<file path="config.mk">
export PLATFORM = sky130hd
export DESIGN_NAME = vhbm_band
export DESIGN_NICKNAME = d
export VERILOG_FILES = /design/src/hdl/voxel_height_band_max_slice_core_assert.svh /design/src/hdl/vhbm_pkg.sv /design/src/hdl/vhbm_div.sv /design/src/hdl/vhbm_band.sv
export SDC_FILE = /design/constraint.sdc
export NUM_CORES = 1
export LEC_CHECK = 0
export ABC_CLOCK_PERIOD_IN_PS = 7000
export BUFFER_PORTS_ARGS = -buffer_cell sky130_fd_sc_hd__buf_2
export CAP_MARGIN = 25
export CORE_ASPECT_RATIO = 1.1
export CORE_UTILIZATION = 40
export DETAILED_ROUTE_END_ITERATION = 12
export GPL_TIMING_DRIVEN = 0
export PLACE_DENSITY_LB_ADDON = 0.08
export SLEW_MARGIN = 20
export SYNTH_ARGS = -nofsm -noshare
export SYNTH_HDL_FRONTEND = slang
export SYNTH_SLANG_ARGS = --single-unit
</file>
<file path="constraint.sdc">
create_clock -name clock -period 7 [get_ports clock]
set_clock_uncertainty 0.05 [all_clocks]
set_input_delay 1.4 -clock clock [delete_from_list [all_inputs] [get_ports clock]]
set_output_delay 1.4 -clock clock [all_outputs]
set_load 0.01 [all_outputs]
</file>
<file path="src/hdl/voxel_height_band_max_slice_core_assert.svh">
// ----------------------------------------------------------------------------
// Assertion macros for the voxel height band max slice core
// Concurrent checks sampled on the rising clock edge, off during reset.
// ----------------------------------------------------------------------------
`ifndef VOXEL_HEIGHT_BAND_MAX_SLICE_CORE_ASSERT_SVH
`define VOXEL_HEIGHT_BAND_MAX_SLICE_CORE_ASSERT_SVH

// consequent must hold in the same cycle as the antecedent
`define VHBM_ASSERT_NOW(lbl, clk, rst, ante, cons, msg) \
   lbl: assert property (@(posedge clk) disable iff (rst) (ante) |-> (cons)) \
      else $error(msg);

// consequent must hold in the cycle after the antecedent
`define VHBM_ASSERT_NEXT(lbl, clk, rst, ante, cons, msg) \
   lbl: assert property (@(posedge clk) disable iff (rst) (ante) |=> (cons)) \
      else $error(msg);

`endif

</file>
<file path="src/hdl/vhbm_pkg.sv">
// ----------------------------------------------------------------------------
// vhbm_pkg
// Shared constants and types of the voxel height band max slice core.
// ----------------------------------------------------------------------------
package vhbm_pkg;

   localparam int VOX_W     = 8;
   localparam int DATA_W    = 32;
   localparam int DEN_W     = 31;
   localparam int REM_W     = DEN_W + 1;
   localparam int NUM_W     = 35;
   localparam int CSIZE_W   = 9;
   localparam int SZ_CMP_W  = 11;
   localparam int CSR_IDX_W = 3;

   localparam logic [CSR_IDX_W-1:0] CSR_SLICE_HEIGHT   = 3'd0;
   localparam logic [CSR_IDX_W-1:0] CSR_HALF_THICKNESS = 3'd1;
   localparam logic [CSR_IDX_W-1:0] CSR_ORIGIN_HEIGHT  = 3'd2;
   localparam logic [CSR_IDX_W-1:0] CSR_CELL_SIZE      = 3'd3;
   localparam logic [CSR_IDX_W-1:0] CSR_SIZE_X         = 3'd4;
   localparam logic [CSR_IDX_W-1:0] CSR_SIZE_Y         = 3'd5;
   localparam logic [CSR_IDX_W-1:0] CSR_SIZE_Z         = 3'd6;

   localparam logic [DATA_W-1:0]  RST_CELL_SIZE = 32'd65536;
   localparam logic [CSIZE_W-1:0] RST_SIDE      = 9'd256;
   localparam logic [CSIZE_W-1:0] RST_LAYERS    = 9'd1;

   localparam logic signed [VOX_W-1:0] COL_EMPTY = -8'sd1;

   typedef struct packed {
      logic busy;
      logic done;
   } unit_stat_type;

   typedef struct packed {
      logic first_layer;
      logic in_band;
      logic emit;
      logic last_col;
   } item_ctl_type;

endpackage

</file>
<file path="src/hdl/vhbm_div.sv">
// ----------------------------------------------------------------------------
// vhbm_div
// Signed by positive restoring divider, one quotient bit per cycle, quotient
// and remainder truncated toward zero.
// ----------------------------------------------------------------------------
module vhbm_div (
   input  logic                                    clock,
   input  logic                                    reset,
   input  logic                                    start,
   input  logic signed [vhbm_pkg::NUM_W-1:0]       num,
   input  logic        [vhbm_pkg::DEN_W-1:0]       den,
   output vhbm_pkg::unit_stat_type                 stat,
   output logic signed [vhbm_pkg::NUM_W-1:0]       quo,
   output logic signed [vhbm_pkg::REM_W-1:0]       rem
);

   localparam int CNT_W = $clog2(vhbm_pkg::NUM_W + 1);

   logic                             busy_ff;
   logic                             done_ff;
   logic [CNT_W-1:0]                 cnt_ff;
   logic                             neg_ff;
   logic [vhbm_pkg::NUM_W-1:0]       quo_ff;
   logic [vhbm_pkg::REM_W-1:0]       rem_ff;

   logic [vhbm_pkg::NUM_W-1:0]       num_mag;
   logic [vhbm_pkg::REM_W-1:0]       trial;
   logic                             fits;
   logic [vhbm_pkg::REM_W-1:0]       rem_in;
   logic [vhbm_pkg::NUM_W-1:0]       quo_in;

   always_comb begin
      num_mag = num[vhbm_pkg::NUM_W-1] ? vhbm_pkg::NUM_W'(-num) : vhbm_pkg::NUM_W'(num);
      trial   = {rem_ff[vhbm_pkg::DEN_W-1:0], quo_ff[vhbm_pkg::NUM_W-1]};
      fits    = trial >= {1'b0, den};
      rem_in  = fits ? trial - {1'b0, den} : trial;
      quo_in  = {quo_ff[vhbm_pkg::NUM_W-2:0], fits};
   end

   always_ff @(posedge clock) begin
      if (reset) begin
         busy_ff <= 1'b0;
         done_ff <= 1'b0;
         cnt_ff  <= '0;
      end else begin
         done_ff <= 1'b0;
         if (start) begin
            busy_ff <= 1'b1;
            cnt_ff  <= CNT_W'(vhbm_pkg::NUM_W);
         end else if (busy_ff) begin
            cnt_ff <= cnt_ff - CNT_W'(1);
            if (cnt_ff == CNT_W'(1)) begin
               busy_ff <= 1'b0;
               done_ff <= 1'b1;
            end
         end
      end
   end

   always_ff @(posedge clock) begin
      if (start) begin
         neg_ff <= num[vhbm_pkg::NUM_W-1];
         quo_ff <= num_mag;
         rem_ff <= '0;
      end else if (busy_ff) begin
         quo_ff <= quo_in;
         rem_ff <= rem_in;
      end
   end

   assign stat.busy = busy_ff;
   assign stat.done = done_ff;
   assign quo = neg_ff ? -$signed(quo_ff) : $signed(quo_ff);
   assign rem = neg_ff ? -$signed(rem_ff) : $signed(rem_ff);

endmodule

</file>
<file path="src/hdl/vhbm_band.sv">
// ----------------------------------------------------------------------------
// vhbm_band
// Layer band setup: three divisions on the shared divider; the low and high
// layer bounds are clamped to the map height as their divisions finish.
// ----------------------------------------------------------------------------
module vhbm_band #(
   parameter int MAX_LAYERS = 256
) (
   input  logic                                          clock,
   input  logic                                          reset,
   input  logic                                          start,
   input  logic signed [vhbm_pkg::DATA_W-1:0]            slice_height,
   input  logic signed [vhbm_pkg::DATA_W-1:0]            half_thickness,
   input  logic signed [vhbm_pkg::DATA_W-1:0]            origin_height,
   input  logic        [vhbm_pkg::DEN_W-1:0]             cell_size,
   input  logic        [$clog2(MAX_LAYERS+1)-1:0]        layers,
   output vhbm_pkg::unit_stat_type                       stat,
   output logic [((MAX_LAYERS > 1) ? $clog2(MAX_LAYERS) : 1)-1:0] band_low,
   output logic [$clog2(MAX_LAYERS+1)-1:0]               band_high
);

   localparam int Z_W  = $clog2(MAX_LAYERS + 1);
   localparam int ZP_W = (MAX_LAYERS > 1) ? $clog2(MAX_LAYERS) : 1;
   localparam int NW   = vhbm_pkg::NUM_W;

   localparam logic [1:0] ST_IDLE = 2'd0;
   localparam logic [1:0] ST_HALF = 2'd1;
   localparam logic [1:0] ST_LOW  = 2'd2;
   localparam logic [1:0] ST_HIGH = 2'd3;

   logic [1:0]                      state_ff;
   logic                            done_ff;
   logic                            div_start_ff;
   logic signed [NW-1:0]            div_num_ff;
   logic signed [vhbm_pkg::DATA_W:0] hmr_ff;
   logic [ZP_W-1:0]                 band_low_ff;
   logic [Z_W-1:0]                  band_high_ff;

   logic [vhbm_pkg::DEN_W-1:0]      res;
   logic signed [vhbm_pkg::DATA_W:0] height_diff;
   logic signed [vhbm_pkg::DATA_W:0] hmr_in;
   logic signed [NW-1:0]            low_num;
   logic signed [NW-1:0]            high_num;
   logic signed [NW-1:0]            zlim;
   logic signed [NW-1:0]            zlim_m1;
   logic [ZP_W-1:0]                 low_in;
   logic [Z_W-1:0]                  high_in;

   vhbm_pkg::unit_stat_type         div_stat;
   logic signed [NW-1:0]            div_quo;
   logic signed [vhbm_pkg::REM_W-1:0] div_rem;

   vhbm_div u_div (
      .clock (clock),
      .reset (reset),
      .start (div_start_ff),
      .num   (div_num_ff),
      .den   (res),
      .stat  (div_stat),
      .quo   (div_quo),
      .rem   (div_rem)
   );

   always_comb begin
      res         = (cell_size == '0) ? vhbm_pkg::DEN_W'(1) : cell_size;
      height_diff = (vhbm_pkg::DATA_W+1)'(slice_height)
                    - (vhbm_pkg::DATA_W+1)'(origin_height);
      hmr_in      = (vhbm_pkg::DATA_W+1)'(half_thickness) - (vhbm_pkg::DATA_W+1)'(div_rem);
      low_num     = NW'(height_diff) - NW'(hmr_in);
      high_num    = NW'(height_diff) + NW'(hmr_ff) + $signed(NW'(res));
      zlim        = $signed(NW'(layers));
      zlim_m1     = zlim - NW'(1);
      if (div_quo < 0) begin
         low_in = '0;
      end else if (div_quo > zlim_m1) begin
         low_in = ZP_W'(zlim_m1);
      end else begin
         low_in = ZP_W'(div_quo);
      end
      if (div_quo < NW'(1)) begin
         high_in = Z_W'(1);
      end else if (div_quo > zlim) begin
         high_in = layers;
      end else begin
         high_in = Z_W'(div_quo);
      end
   end

   always_ff @(posedge clock) begin
      if (reset) begin
         state_ff     <= ST_IDLE;
         done_ff      <= 1'b0;
         div_start_ff <= 1'b0;
         band_low_ff  <= '0;
         band_high_ff <= Z_W'(1);
      end else begin
         done_ff      <= 1'b0;
         div_start_ff <= 1'b0;
         unique case (state_ff)
            ST_IDLE: begin
               if (start) begin
                  div_start_ff <= 1'b1;
                  state_ff     <= ST_HALF;
               end
            end
            ST_HALF: begin
               if (div_stat.done) begin
                  div_start_ff <= 1'b1;
                  state_ff     <= ST_LOW;
               end
            end
            ST_LOW: begin
               if (div_stat.done) begin
                  band_low_ff  <= low_in;
                  div_start_ff <= 1'b1;
                  state_ff     <= ST_HIGH;
               end
            end
            ST_HIGH: begin
               if (div_stat.done) begin
                  band_high_ff <= high_in;
                  done_ff      <= 1'b1;
                  state_ff     <= ST_IDLE;
               end
            end
            default: state_ff <= ST_IDLE;
         endcase
      end
   end

   always_ff @(posedge clock) begin
      if (state_ff == ST_IDLE) begin
         div_num_ff <= NW'(half_thickness);
      end else if (state_ff == ST_HALF && div_stat.done) begin
         hmr_ff     <= hmr_in;
         div_num_ff <= low_num;
      end else if (state_ff == ST_LOW && div_stat.done) begin
         div_num_ff <= high_num;
      end
   end

   assign stat.busy = (state_ff != ST_IDLE);
   assign stat.done = done_ff;
   assign band_low  = band_low_ff;
   assign band_high = band_high_ff;

endmodule

</file>
# After elaboration in Yosys (flattened, before gate mapping)
# Cells that the tools add are included.
# word_totals
reg_bits	165
latch_bits	0
ramBits	0
romBits	0
input_bits	139
out_inout_bits	19
word_cells	84
mem_count	0
# classes
addsub	11
mul	0
div	0
n_lt_le_gt_ge	5
n_eq_ne	8
shift	0
n_mux	28
bitwise_logic	3
reduce_logical	15
# ops
cell	n
$mux W35	7
$gt A35 B10 Y1	2
$neg A35 Y35	2
$sub A32 B32 Y33	2
$mux W32	2
$add A34 B32 Y35	1
$lt A35 B1 Y1 const B	1
$lt A35 B2 Y1 const B	1
$add A33 B33 Y34	1
$sub A33 B33 Y34	1
$ge A32 B31 Y1	1
$neg A32 Y32	1
$sub A32 B31 Y32	1
$logic_not A31 Y1	1
$mux W31	1
$mux W9	2
$mux W8	2
$mux W6	2
$sub A9 B1 Y10 const B	1
$mux W2	4
$pmux W2 S4	1
$eq A6 B1 Y1 const B	1
$mux W1	6
$ne A2 B1 Y1 const B	3
14 further kinds	23

# Longest topological paths before layout
# depth
depth_word	6
depth_mapped	30
ltp_nobuf	30

# By module
# Synthesis repeated with hierarchy kept, for this count alone.
# unflattened
hier_cells	2509
area_unflattened_um2	20196.9
# by_module_without_submodules
mod	instances	cells_per_inst	area_per_inst_um2	seq_area_each_um2
vhbm_band	1	1627	13115.1	2462.4
vhbm_div	1	882	7081.8	1881.8

# Least setup slack after synthesis
# OpenSTA, ideal clock, no wires.
# synth_path
path_type	input to register
start	in slice_height[0] (netlist bit)
end	reg div_num_ff[32] (data pin)
setup_ns	0.195
arrival_ns	6.154
required_time_ns	6.755
slack_ns	0.601
path_stages	27
path_buffers	0
path_cell_list	inv_1 > ha_1 > inv_1 > fa_1 > a21o_1 > a21oi_1 > o21a_1 > o211ai_1 > nand2_1 > o21ai_0 > a21o_1 > a21oi_1 > xnor2_1 > inv_1 > fa_1 > inv_1 > ha_1 > and4_1 > and2_1 > a32oi_1 > o21ai_0 > a41oi_1 > o21ai_0 > a211o_1 > a21o_1 > xnor2_1 > o311ai_0
# synth_between
elab_chain_cells	6
word_cells_on_any_way	7
classes_between	add/sub: 4; mux: 3
# synth_lines
item	line_no	source
start: declaration	vhbm_band.sv:12	input logic signed [vhbm_pkg::DATA_W-1:0] slice_height,
$sub A32 B32 Y33 *	vhbm_band.sv:67	- (vhbm_pkg::DATA_W+1)'(origin_height);
$add A33 B33 Y34	vhbm_band.sv:70	high_num = NW'(height_diff) + NW'(hmr_ff) + $signed(NW'(res));
$add A34 B32 Y35	vhbm_band.sv:70	
$mux W35	vhbm_band.sv:137	end else if (state_ff == ST_LOW && div_stat.done) begin
$mux W35 *	vhbm_band.sv:134	end else if (state_ff == ST_HALF && div_stat.done) begin
$mux W35 *	vhbm_band.sv:132	if (state_ff == ST_IDLE) begin
end signal: assignment	vhbm_band.sv:133	div_num_ff <= NW'(half_thickness);
end signal: assignment	vhbm_band.sv:136	div_num_ff <= low_num;
end signal: assignment	vhbm_band.sv:138	div_num_ff <= high_num;
end: declaration	vhbm_band.sv:34	logic signed [NW-1:0] div_num_ff;
# Every way passes the cells marked *; elsewhere a longest branch is shown, timed or not. The select of a mux whose other input is x is not followed.
# A chain may end at the register's enable or synchronous reset.

# Final worst setup path
# layout_path
start	reg u_div.rem_ff[0] (netlist bit)
end	reg div_num_ff[30] (data pin)
# layout_between
elab_chain_cells	6
# layout_lines
item	line_no	source
start: declaration	vhbm_div.sv:24	logic [vhbm_pkg::REM_W-1:0] rem_ff;
start signal: assignment	vhbm_div.sv:67	rem_ff <= rem_in;
$neg A32 Y32	vhbm_div.sv:74	assign rem = neg_ff ? -$signed(rem_ff) : $signed(rem_ff);
$mux W32 *	vhbm_div.sv:74	
$sub A32 B32 Y33 *	vhbm_band.sv:68	hmr_in = (vhbm_pkg::DATA_W+1)'(half_thickness) - (vhbm_pkg::DATA_W+1)'(div_rem);
$sub A33 B33 Y34 *	vhbm_band.sv:69	low_num = NW'(height_diff) - NW'(hmr_in);
$mux W35 *	vhbm_band.sv:134	
$mux W35 *	vhbm_band.sv:132	
# Every way passes the cells marked *; elsewhere a longest branch is shown, timed or not.

==> impl_metrics.tcl <==
set metrics [dict create \
    gp_congestion 0.931 \
    startpoint_type "flip-flop" \
    seq_power_share 0.170 \
    async_flop_share 0 \
    critPathMaxFanout 7 \
    clock_sinks 165 \
    synth_flop_cell "edfxtp_1" \
    power.density_mw_per_mm2 518 \
    rrSetupSlack_ps 230 \
    antenna_found_initial 1 \
    fp.coreArea_mm2 0.0478 \
    fin_crit_sh 0.968 \
    grt_util_met3 0.0293 \
    vias 18000 \
    io_buffers 156 \
    path_buf_inv 2 \
    syn-num-nets 2787 \
    hold_path_class "flip-flop to flip-flop" \
    layout_common_cells "inv_1 (240), ha_1 (218), nor2_1 (194)" \
    combPwrFrac 0.745 \
    ys_types 84 \
    crit_slowest_cell "or4b_2" \
    path_class "flip-flop to flip-flop" \
    hold_depth 2 \
    area_growth_pct 12.8 \
    min_to "band_high[0]" \
    worst-r2r-cell-count 28 \
    fin_nets 2967 \
    max_freq_mhz 148 \
    grt_start_max_net_pins 36 \
    status "finished, final reports clean" \
    finalHoldViolations 0 \
    cts_max_level 4 \
    syn_inst 2394 \
    setup_viol 0 \
    grt_use_met1 0.314 \
    drive_gt1_frac 0.110 \
    die_width_um 212 \
    drv_cap 0 \
    busiest_layer "met2" \
    synth_area_mm2 0.0194 \
    placed_area_mm2 0.0211 \
    die_y_um 233 \
    worst_r2r_endpoint "div_num_ff[30]" \
    clockBufferDepth 2 \
    p_int_uw 5380 \
    min_from "band_high[0]" \
    drt_iter0_markers 1028 \
    cp.required_ps 7110 \
    grt_pass1_wl_mm 96.8 \
    p_leak_uw 0.00967 \
    swShare 0.526 \
    boundaryPins 158 \
    initial_utilization 0.406 \
    clk_pin_slew_ps 80 \
    ant_nets 0 \
    wl_per_cell_um 19.8 \
    final_common_cell "inv_1" \
    worstMarginPinSlew_ps 979 \
    power.total_uw 11400 \
    cts_tree "done" \
    cts_root_buf "clkbuf_16" \
    cts_made_buffers 17 \
    first_pass_iters 5 \
    synth_seq_cells 165 \
    min_period_ps 6770 \
    vdd_drop_max_mv 0.209 \
    clkPwrFrac 0.085 \
    grtUsageMet2 0.465 \
    hpwl_mm 53.5 \
    synth.avg_cell_area_um2 8.11 \
    grt-ovfl-total 0 \
    rr_startpoint "u_div.rem_ff[0]" \
    rows 84 \
    holdWs_ps 399 \
    critPathTopFamily "compound AO/OA/AOI/OAI gates" \
    clkLatencyLatePin_ps 470 \
    fin_area_mm2 0.0219 \
    yosysSeqAreaShare 0.224 \
    crit_path_end_kind "flip-flop" \
    drt-total-wl_mm 63.9 \
    arrival_ps 6880 \
    viasPerCell 5.57 \
    power.switching_uw 5980 \
    drc_errors 0 \
    slowest_delay_ps 650 \
    drv_slew 0 \
    grt_use_total 0.259 \
    synthDominantCellAreaShare 0.161 \
    grt_pass1_vias 17400 \
    yosys.area.top_type "edfxtp_1" \
    synth-edff-count 104 \
    yosys-top-cells-area "edfxtp_1 (16%), ha_1 (14%), dfxtp_1 (6.3%)" \
    ys_warn_count 0 \
    max_slew_margin 0.347 \
    die_area_mm2 0.0494 \
]
worst max-delay path by stage:
stage | cells after the start | end | from
after CTS | 28 | div_num_ff[32] | slice_height[0]
after global placement | 26 | div_num_ff[31] | u_div.neg_ff
after floorplan | 27 | div_num_ff[32] | slice_height[0]
after detailed placement | 26 | div_num_ff[31] | u_div.neg_ff
after global routing | 30 | div_num_ff[30] | u_div.rem_ff[0]
final | 28 | div_num_ff[30] | u_div.rem_ff[0]
layer usage:
metal	wire length [um]	up-vias	part of all wire
met1	27400	8448	0.43
met4	2080	0	0.033
met2	31800	478	0.50
met3	2640	101	0.041
li1	-	8991	-
met5	0	-	0
worst register-to-register path: cells and delay by family, from the launching register on:
family                   cells  cell delay [ps]
AO/OA/AOI/OAI               10             2080
AND/OR/NAND/NOR             10             2060
adder cells (fa/ha/maj)      3              780
XOR/XNOR                     3              720
flip-flops                   1              410
buffers and inverters        2              380
state kept, by name (all words and copies together) (netlist names):
name and cells:
done_ff 1, u_div.quo_ff 35, u_div.done_ff 1, hmr_ff 33, div_start_ff 1, u_div.rem_ff 32
band_high 9, state_ff 2, u_div.cnt_ff 6, u_div.neg_ff 1, band_low 8, u_div.busy_ff 1
div_num_ff 35
repair_timing:
action | CTS | global route
hold buffers | 0 | 0
setup endpoints to repair | 29 | 11
resized for setup | 18 | 36
buffers inserted | 1 | 3
pin swaps | 0 | 4
cells by family after synthesis:
kind of cell,count (synthesis),synth area share
compound gates,698,0.234
buf+inv,327,0.0641
xor+xnor,236,0.106
flops,165,0.224
mux,46,0.0244
simple gates,668,0.170
fa+ha+maj,254,0.178
metrics by stage:
step                worst slack [ps]   util  setup TNS (ps)  instances
finish                           226  0.458               0       3233
global route                   -95.8  0.458            -169       3232
CTS                             10.1  0.454               0       3229
detailed placement             -2240  0.440          -39210       3197
global placement               -2230  0.439          -39650       3195
floorplan                        601      -               0       2394
power by group through the flow:
stage	Sequential (uW)	Combinational (uW)	Clock, uW
2_1_floorplan	1810	6080	0
3_3_place_gp	1930	8030	0
3_5_place_dp	1940	8140	0
4_1_cts	1920	8240	988
5_1_grt	1980	9320	1020
6_report	1930	8460	970
area by class of cell:
cell class	instances	area (um2)
buffer	85	354
inverter	241	905
sequential	165	4340
fill	4867	25900
multi-input combinational	1902	14100
clock inverter	15	180
tap	645	807
antenna	1	2.50
timing repair buffer	162	842
clock buffer	17	425
cells in the mapped netlist, drive strengths merged, types with 15 or more instances:
cell,number
dfxtp,61
xnor2,137
o21bai,17
nand3,38
o21ai,148
nand2,151
or2,22
a211oi,50
xor2,99
or4,19
nor3,52
edfxtp,104
nand2b,35
o31ai,29
and3,15
nor2b,27
clkbuf,75
nor2,196
a31oi,18
nand4,28
o41ai,21
a21o,80
o21a,34
ha,218
inv,241
fa,36
or3,23
nor4,32
a21oi,197
mux2i,38
(Power assumes the default switching activity.)
